File: config.mk
export PLATFORM = sky130hd
export DESIGN_NAME = tlbpt_spram
export DESIGN_NICKNAME = d
export VERILOG_FILES = /design/src/design/tlbpt_pkg.sv /design/src/design/tlbpt_spram.sv
export SDC_FILE = /design/constraint.sdc
export NUM_CORES = 1
export LEC_CHECK = 0
export ABC_AREA = 1
export BUFFER_PORTS_ARGS = -buffer_cell sky130_fd_sc_hd__buf_2
export CAP_MARGIN = 20
export CELL_PAD_IN_SITES_DETAIL_PLACEMENT = 1
export CELL_PAD_IN_SITES_GLOBAL_PLACEMENT = 1
export CORE_MARGIN = 2
export CORE_UTILIZATION = 50
export DETAILED_ROUTE_END_ITERATION = 16
export GPL_TIMING_DRIVEN = 1
export PLACE_DENSITY_LB_ADDON = 0.25
export SKIP_LAST_GASP = 1
export SYNTH_ARGS = -nofsm -noshare
export SYNTH_HDL_FRONTEND = slang
export SYNTH_SLANG_ARGS = --single-unit
File: constraint.sdc
create_clock -name i_clk -period 3.1 [get_ports i_clk]
set_input_delay 0.31 -clock i_clk [delete_from_list [all_inputs] [get_ports i_clk]]
set_output_delay 0.31 -clock i_clk [all_outputs]
set_load 0.05 [all_outputs]
File: src/design/tlbpt_pkg.sv
// shared types and constants for the page table translator
`timescale 1ns / 1ps

package tlbpt_pkg;

    localparam int PAGE_W      = 8;
    localparam int OFFSET_W    = 8;
    localparam int FRAME_W     = 7;
    localparam int VADDR_W     = PAGE_W + OFFSET_W;
    localparam int PADDR_W     = FRAME_W + OFFSET_W;
    localparam int LOAD_W      = 16;
    localparam int TLB_CNT_W   = 32;
    localparam int MAP_CNT_W   = 9;
    localparam int IDX_W       = 9;

    localparam logic [LOAD_W-1:0] LOAD_MAX = {LOAD_W{1'b1}};

    typedef struct packed {
        logic [PAGE_W-1:0]  page;
        logic [FRAME_W-1:0] frame;
    } t_entry;

endpackage

File: src/design/tlbpt_spram.sv
// single-port synchronous ram with registered read data
`timescale 1ns / 1ps

module tlbpt_spram
    import tlbpt_pkg::*;
#(
    parameter int DEPTH = 16,
    parameter int WIDTH = 15
) (
    input  logic                     i_clk,
    input  logic [$clog2(DEPTH)-1:0] i_addr,
    input  logic                     i_we,
    input  logic [WIDTH-1:0]         i_wdata,
    output logic [WIDTH-1:0]         o_rdata
);

    logic [WIDTH-1:0] r_mem [DEPTH];
    logic [WIDTH-1:0] r_rdata;

    always_ff @(posedge i_clk) begin
        if (i_we) begin
            r_mem[i_addr] <= i_wdata;
        end
        r_rdata <= r_mem[i_addr];
    end

    assign o_rdata = r_rdata;

endmodule

---- Word-level counts from Yosys, hierarchy flattened ----
Memories as Yosys holds them, arrays and structs flattened. A register that Yosys moved wholly into a read port is not among the register bits.
Index checks and enable logic that the tools add are counted.
word-level totals
  bits in writable memories ............... 240
  input port bits ......................... 21
  memories ................................ 1
  flip-flop bits (word level) ............. 0
  output and inout bits ................... 15
operators by class
  multiplexer cells ....................... 2
memories
  name   depth  width  rd ports  clocked after memory_dff  write ports  line               text
  r_mem  16     15     1         1                         1            tlbpt_spram.sv:17  logic [WIDTH-1:0] r_mem [DEPTH];
operators by type and width
  cell     number
  $mux W1  2

---- Longest topological paths before layout ----
Gate-level depths: netlist of run 1.
  word-level depth ........................ 2
  mapped depth ............................ 12
  depth with buffers taken out ............ 9

---- Least setup slack after synthesis of run 1 ----
OpenSTA, ideal clock, no wires.
  path kind ............................... input to register
  start point ............................. input port i_addr[2]
  end point ............................... memory r_mem[4][0], enable pin
  data required time ...................... 2714 ps
  buffers on the path ..................... 1
  setup time .............................. 386 ps
  arrival time ............................ 1593 ps
  path slack .............................. 1121 ps
  stages on the path ...................... 5
  cell sequence ........................... inv_1 -> nor2_1 -> buf_2 -> inv_1 -> nor2_1
RTL lines
  item                line               text
  start: declaration  tlbpt_spram.sv:11  input logic [$clog2(DEPTH)-1:0] i_addr,
  end: declaration    tlbpt_spram.sv:17
Straight into the memory's write port.

==> flow_metrics.py, run 1 <==
metrics = {
    "cts": {
        "cts_resized": 0,
        "cts.clk_slew.worst_paths_ns": 0.06,
        "cts_max_path_buffers": 3,
        "clockRootBuffer": "clkbuf_16",
        "holdBufCountCts": 0,
        "clk_latency_ns": 0.53,
        "post_cts_buffers": 0,
        "cts_sinks": 255,
        "cts_made_buffers": 26,
        "cts_max_level": 1,
        "tritoncts": "built",
    },
    "route": {
        "drtPass1Iterations": 5,
        "drc": 0,
        "viasPerCell": 5.26,
        "vias": 7056,
        "drt_wl_total_mm": 27.3,
        "wl_per_cell_um": 20.3,
        "ant_nets": 0,
        "first_iter_violations": 492,
    },
    "sta": {
        "whs_ns": 0.168,
        "skew_ns": 0.00884,
        "fin_crit_sh_pct": 58.9,
        "hold_violations": 0,
        "min_period_ns": 1.83,
        "tightest_slew_ns": 1.05,
        "setup_viol": 0,
        "slew_headroom_pct": 29.8,
        "setup_ws_ns": 1.27,
        "rsz0062_at_grt": "no",
        "final-max-slew-violation-count": 0,
        "fin_tns_setup_ns": 0,
        "fmax_mhz": 547,
    },
    "synthesis": {
        "synth.distinct_cells": 14,
        "synthesis.area_per_instance_um2": 10.4,
        "yosysSeqAreaShare_pct": 71.9,
        "synth_cells": 1005,
        "synth-seq-cells": 255,
        "yosys_warnings": 0,
        "synth.cell_area_um2": 10400,
        "synth_nets": 1026,
    },
    "min_path": {
        "hp-class": "in2reg",
        "min_delay_path_depth": 1,
        "min_to": "r_mem[13][4]$_DFFE_PP_",
        "hold_start": "i_wdata[4]",
    },
    "global_routing": {
        "grt_pass1_vias": 7319,
        "grt_pass1_wl_mm": 42.0,
        "grt.overflow.total": 0,
        "grt.total_usage_pct": 25.7,
        "antenna_found_initial": 1,
        "grt_max_degree": 94,
    },
    "critical_path": {
        "critPathKind": "in2reg",
        "worstPathArrival_ns": 2.28,
        "worstReg2RegStart": "r_mem[6][8]$_DFFE_PP_",
        "reg2reg_depth": 8,
        "cp_data_required_time_ns": 3.55,
        "cp-end-kind": "flop",
        "critPathLaunchType": "input port",
        "r2r_slack_ns": 2.02,
        "crit_start": "i_addr[0]",
        "worstPathMaxFanout": 93,
        "r2r_end": "o_rdata[8]$_DFF_P_",
    },
    "cells_and_area": {
        "nets": 1072,
        "syn2layout_area_growth_pct": 13.3,
        "final_area_um2": 11800,
        "drive_above_1_share_pct": 10.8,
    },
    "power": {
        "finalPower_mw": 7.65,
        "powerDensity_nw_per_um2": 647,
        "vdd_drop_max_mv": 0.524,
        "p_leak_nw": 5.07,
    },
    "floorplan": {
        "design.core.area_um2": 20400,
        "std_cell_rows": 52,
        "die_w_um": 148,
        "pin_count": 36,
        "initial_core_util_pct": 51.3,
        "dieHeight_um": 148,
        "die_area_um2": 22000,
    },
    "placed_design": {
        "dp_slack_ns": 0.786,
        "postPlaceCellArea_um2": 10900,
        "gp_congestion": 0.779,
        "io_buffers": 35,
        "dp_hpwl_mm": 15.4,
    },
    "job": {
        "drv_cap": 0,
    },
    "status": {
        "status": "completed",
    },
}
[sequential cells by signal (all words and copies together) (netlist names)]
| name | cells |
|---|---|
| o_rdata | 15 |
| r_mem | 240 |
[logic make-up (layout without fill, tap and decap cells)]
logic type / after synthesis / in the layout / synth area share, %
other: 0 / 1 / 0
DFF: 255 / 255 / 71.9
buffers and inverters: 81 / 147 / 3.97
and+or+nand+nor: 669 / 669 / 24.1
[layout by cell type, fill, tap and decap left out, drive strengths merged]
master,count
nand2,647
clkbuf,34
inv,37
diode,1
nand3,4
dfxtp,15
bufinv,4
clkinv,10
buf,62
edfxtp,240
nor2,18
[power by group]
group	switching [mW]	internal, mW
registers	0.0321	3.85
logic	0.413	0.123
clock network	1.28	1.95
[synthesized netlist by cell type]
library cell,instances,share of area [%]
inv_1,35,1.3
inv_4,1,0.060
nor2_1,18,0.65
nand2_1,647,23
edfxtp_1,240,69
buf_4,5,0.36
inv_2,1,0.036
buf_2,26,1.2
nand3_1,4,0.19
clkbuf_1,5,0.18
buf_6,6,0.65
buf_1,1,0.036
buf_8,1,0.14
dfxtp_1,15,2.9
[cell type report]
type | count | area (µm²)
Antenna cell | 1 | 2.50
Clock buffer | 34 | 712
Clock inverter | 14 | 171
Fill cell | 2209 | 8540
Inverter | 37 | 141
Multi-Input combinational cell | 669 | 2550
Sequential cell | 255 | 7510
Tap cell | 270 | 338
Timing Repair Buffer | 62 | 405
[layer usage]
metal  up-vias  share of wire [%]  track usage, %
li1       3303                  -               -
met1      3510                 42            33.3
met2       181                 49            44.6
met3        62                5.1            3.83
met4         0                3.1            8.48
met5         -                  0               0
[per-stage QoR]
step	instances	util, %
after floorplan	1005	-
after global placement	1293	53.7
after detailed placement	1293	53.7
after CTS	1341	58.0
after global routing	1341	58.0
final	1342	58.1
[how the worst max path moves through the flow]
| stage | end | cells past startpoint |
|---|---|---|
| 2_1_floorplan | r_mem[4][0]$_DFFE_PP_ | 5 |
| 3_3_place_gp | o_rdata[8]$_DFF_P_ | 10 |
| 3_5_place_dp | o_rdata[8]$_DFF_P_ | 10 |
| 4_1_cts | o_rdata[8]$_DFF_P_ | 10 |
| 5_1_grt | o_rdata[8]$_DFF_P_ | 10 |
| 6_report | o_rdata[8]$_DFF_P_ | 10 |
[critical path: stages]
cell,delay (ns)
buf_4,0.32
buf_4,0.88
nand2_1,0.11
nand2_1,0.12
nand2_1,0.05
nand2_1,0.12
nand2_1,0.07
nand2_1,0.10
inv_1,0.04
nand2_1,0.11
Note: power is estimated with default switching activity, not from simulation.
==> inputs of run 2 (changes only) <==
CORE_UTILIZATION = 49   (was 50)
clock period = 1.7 ns   (was 3.1 ns; I/O delays follow)
==> run 2 against run 1 <==
Global-route usage fell by 0.10 points; hold slack got worse by 0.14 ns; highest routed layer unchanged; register-to-register slack worse by 1.4 ns; largest power group unchanged; core utilization is 0.98 points lower; via count up 1.2%; clock skew up 0.011 ns; critical endpoint is now o_rdata[7]; critical path depth fell by 9.
==> flow_metrics.py, run 2 (synthesis gave the netlist of run 1 again) <==
metrics = {
    "critical_path": {
        "path_cells": "buf_2",
        "worstPathArrival_ns": 1.22,
        "critPathLaunchType": "flop",
        "cp-end-kind": "primary output",
        "crit_buf_inv": 1,
        "critical_path_depth": 1,
        "critPathTopFamily": "flip-flops",
        "reg2reg_depth": 8,
        "critPathKind": "reg2out",
        "cp_slowest_stage_delay_ns": 0.39,
        "cp_data_required_time_ns": 1.53,
        "worstPathMaxFanout": 1,
        "cpMaxStageDelayCell": "dfxtp_1",
    },
    "cells_and_area": {
        "layout_common_cells": "647 x nand2_1, 240 x edfxtp_1, 42 x buf_4",
        "syn2layout_area_growth_pct": 14.6,
        "fill_cells": 2302,
        "largest_reg_flops": 240,
        "diodes": 0,
        "nets": 1093,
        "fin_util_pct": 57.1,
        "regMostFlops": "r_mem",
        "drive_above_1_share_pct": 12.5,
        "final_common_cell": "nand2_1",
        "fin_cells": 1364,
    },
    "global_routing": {
        "antenna_found_initial": 0,
        "grt_pass1_vias": 7501,
        "grt.total_usage_pct": 25.5,
        "grt_max_degree": 58,
        "grt.overflow.total": 0,
        "grt_pass1_wl_mm": 43.2,
    },
    "min_path": {
        "hp-class": "in2reg",
        "min_delay_path_depth": 1,
    },
    "sta": {
        "min_period_ns": 1.39,
        "setup_ws_ns": 0.310,
        "skew_ns": 0.0202,
        "hold_violations": 0,
        "setup_viol": 0,
        "final-max-slew-violation-count": 0,
        "fmax_mhz": 719,
        "fin_crit_sh_pct": 81.8,
        "slew_headroom_pct": 73.5,
        "whs_ns": 0.0299,
        "tightest_slew_ns": 0.398,
        "rsz0062_at_grt": "no",
    },
    "route": {
        "first_iter_violations": 513,
        "drc": 0,
        "wl_per_cell_um": 20.5,
        "drtPass1Iterations": 5,
        "ant_nets": 0,
        "viasPerCell": 5.24,
        "drt_wl_total_mm": 28.0,
        "vias": 7143,
    },
    "placed_design": {
        "dp_cells": 1318,
        "io_buffers": 35,
        "gp_congestion": 0.781,
        "dp_slack_ns": 0.217,
        "dp_hpwl_mm": 16.9,
    },
    "cts": {
        "cts_resized": 0,
        "cts_max_path_buffers": 3,
        "post_cts_buffers": 0,
        "tritoncts": "built",
        "cts_sinks": 255,
        "holdBufCountCts": 0,
        "cts.clk_slew.worst_paths_ns": 0.06,
        "cts_max_level": 1,
        "clockRootBuffer": "clkbuf_16",
        "cts_made_buffers": 27,
        "clk_latency_ns": 0.54,
    },
    "power": {
        "p_leak_nw": 5.14,
        "vdd_drop_max_mv": 0.870,
        "finalPower_mw": 13.6,
        "powerDensity_nw_per_um2": 1140,
    },
    "floorplan": {
        "design.core.area_um2": 21000,
        "dieHeight_um": 150,
        "initial_core_util_pct": 49.8,
        "die_area_um2": 22500,
        "pin_count": 36,
        "die_w_um": 150,
        "std_cell_rows": 53,
    },
    "status": {
        "status": "completed",
    },
    "job": {
        "drv_cap": 0,
    },
}
[run 2: worst paths after layout]
path / start / to / slack, ns
worst max-delay path: o_rdata[7]$_DFF_P_ / o_rdata[7] / 0.31
worst min-delay path: i_wdata[14] / r_mem[15][14]$_DFFE_PP_ / 0.03
worst max register to register: r_mem[11][10]$_DFFE_PP_ / o_rdata[10]$_DFF_P_ / 0.62
worst min register to register: r_mem[14][1]$_DFFE_PP_ / o_rdata[1]$_DFF_P_ / 0.70
[run 2: power breakdown]
| part | total (mW) | leakage, nW | internal [mW] | switching, mW |
|---|---|---|---|---|
| Sequential | 7.08 | 2.29 | 7.03 | 0.0545 |
| Combinational | 1.03 | 2.45 | 0.253 | 0.778 |
| Clock | 5.52 | 0.394 | 3.15 | 2.37 |
[run 2: area by class of cell]
class	instances	area (µm²)	area share [%]
sequential	255	7510	62.8
multi-input combinational	669	2560	21.4
clock buffer	37	733	6.13
timing repair buffer	82	606	5.06
tap	275	344	2.88
inverter	37	141	1.18
clock inverter	9	73.8	0.617
[run 2: per-layer routing]
metal / vias to the layer above / part of all wire, % / track usage, %
met2: 176 / 49 / 44.1
met3: 49 / 4.2 / 3.08
met4: 0 / 1.9 / 6.13
met1: 3574 / 45 / 34.8
li1: 3344 / - / -
met5: - / 0 / 0
[run 2: metrics by stage]
stage | area [µm²] | setup TNS (ns)
after floorplan | 10400 | -23.79
after global placement | 11200 | 0
after detailed placement | 11200 | 0
after CTS | 12000 | 0
after global routing | 12000 | 0
final | 12000 | 0
==> inputs of run 3 (changes only) <==
CORE_UTILIZATION = 44   (was 49)
clock period = 1.18 ns   (was 1.7 ns; I/O delays follow)
==> run 3 against run 2 <==
Global-route usage fell by 1.3 points; combinational power rose by 80%; routed wire length rose by 4.3%; critical path type unchanged; largest power group unchanged.
==> flow_metrics.py, run 3 (synthesis gave the netlist of run 1 again) <==
metrics = {
    "sta": {
        "slew_headroom_pct": 72.8,
        "fin_crit_sh_pct": 99.0,
        "fmax_mhz": 856,
        "min_period_ns": 1.17,
        "tightest_slew_ns": 0.408,
        "rsz0062_at_grt": "yes",
        "skew_ns": 0.0250,
        "setup_ws_ns": 0.0119,
        "hold_violations": 0,
        "setup_viol": 0,
        "final-max-slew-violation-count": 0,
    },
    "cells_and_area": {
        "syn2layout_area_growth_pct": 26.2,
        "fin_cells": 1456,
        "regMostFlops": "r_mem",
        "nets": 1135,
        "layout_common_cells": "647 x nand2_1, 240 x edfxtp_1, 38 x buf_4",
        "final_common_cell": "nand2_1",
        "drive_above_1_share_pct": 16.7,
        "fill_cells": 2528,
        "diodes": 0,
        "largest_reg_flops": 240,
    },
    "floorplan": {
        "std_cell_rows": 56,
        "die_area_um2": 25000,
        "die_w_um": 158,
        "dieHeight_um": 158,
        "design.core.area_um2": 23400,
        "pin_count": 36,
        "initial_core_util_pct": 44.6,
    },
    "critical_path": {
        "cp-end-kind": "primary output",
        "path_cells": "buf_8",
        "worstPathArrival_ns": 1.05,
        "critPathLaunchType": "flop",
        "critPathTopFamily": "flip-flops",
        "worstPathMaxFanout": 1,
        "crit_buf_inv": 1,
        "critPathKind": "reg2out",
        "cp_slowest_stage_delay_ns": 0.35,
        "cpMaxStageDelayCell": "dfxtp_2",
        "cp_data_required_time_ns": 1.06,
    },
    "route": {
        "ant_nets": 0,
        "viasPerCell": 4.97,
        "drc": 0,
        "first_iter_violations": 425,
        "vias": 7243,
        "wl_per_cell_um": 20.1,
        "drtPass1Iterations": 5,
        "drt_wl_total_mm": 29.2,
    },
    "cts": {
        "clockRootBuffer": "clkbuf_16",
        "cts_max_path_buffers": 3,
        "post_cts_buffers": 0,
        "clk_latency_ns": 0.55,
        "cts_sinks": 255,
        "cts.clk_slew.worst_paths_ns": 0.06,
        "cts_made_buffers": 29,
        "tritoncts": "built",
        "cts_max_level": 1,
    },
    "global_routing": {
        "grt.total_usage_pct": 24.3,
        "antenna_found_initial": 0,
        "grt_pass1_vias": 7913,
        "grt_max_degree": 33,
        "grt_pass1_wl_mm": 45.1,
        "grt.overflow.total": 0,
    },
    "placed_design": {
        "dp_cells": 1389,
        "io_buffers": 35,
        "gp_congestion": 0.839,
        "dp_slack_ns": -0.243,
        "dp_hpwl_mm": 19.2,
    },
    "power": {
        "powerDensity_nw_per_um2": 1590,
        "p_leak_nw": 5.54,
        "vdd_drop_max_mv": 1.26,
    },
    "job": {
        "drv_cap": 0,
    },
    "min_path": {
        "hp-class": "in2reg",
    },
    "status": {
        "status": "completed",
    },
}
==> run 3: per-stage QoR <==
step                hold WS (ns)  area [µm²]  utilization (%)  total power, mW  setup TNS (ns)
floorplan                  0.217       10700                -             11.4          -24.84
global placement           0.546       12000             51.1             12.0          -34.93
detailed placement         0.547       12000             51.1             12.1          -42.34
CTS                       0.0115       13100             56.1             21.1         -0.0384
global route              0.0213       13200             56.3             21.6         -0.0445
finish                    0.0236       13200             56.3             20.9               0
==> run 3: final timing paths <==
kind / startpoint / end / slack [ns] / cells past startpoint
setup / recovery: o_rdata[7]$_DFF_P_ / o_rdata[7] / 0.01 / 1
hold / removal: i_wdata[14] / r_mem[1][14]$_DFFE_PP_ / 0.02 / 1
setup reg to reg: r_mem[11][0]$_DFFE_PP_ / o_rdata[0]$_DFF_P_ / 0.10 / 8
hold reg to reg: r_mem[8][14]$_DFFE_PP_ / o_rdata[14]$_DFF_P_ / 0.71 / 8
==> run 3: timing repair <==
action | 4_1_cts | 5_1_grt
gates resized for setup | 34 | 13
hold buffers | 13 | 0
endpoints found under the hold margin | 150 | 0
gates cloned | 0 | 0
endpoints found under the setup margin | 15 | 13
==> run 3: metal layers <==
layer	part of all wire (%)	vias to the layer above	track usage (%)
met5	0	-	0
met4	2.1	0	7.64
met3	4.0	42	3.04
met2	50	167	41.3
met1	44	3591	32.6
li1	-	3443	-
==> run 3: report_power, final <==
| part | internal (mW) | leakage [nW] | switching (mW) | total (mW) |
|---|---|---|---|---|
| Combinational | 0.630 | 2.78 | 1.22 | 1.85 |
| Sequential | 10.1 | 2.30 | 0.0841 | 10.2 |
| Clock | 5.33 | 0.465 | 3.52 | 8.84 |
==> run 3: area by class of cell <==
cell class,count,area (µm²),area share [%]
clock buffers,37,786,5.97
clock inverters,17,159,1.21
inverters,37,164,1.24
multi-input cells,669,2700,20.5
flip-flops and latches,255,7520,57.1
well taps,319,399,3.03
repair buffers,122,1440,11.0
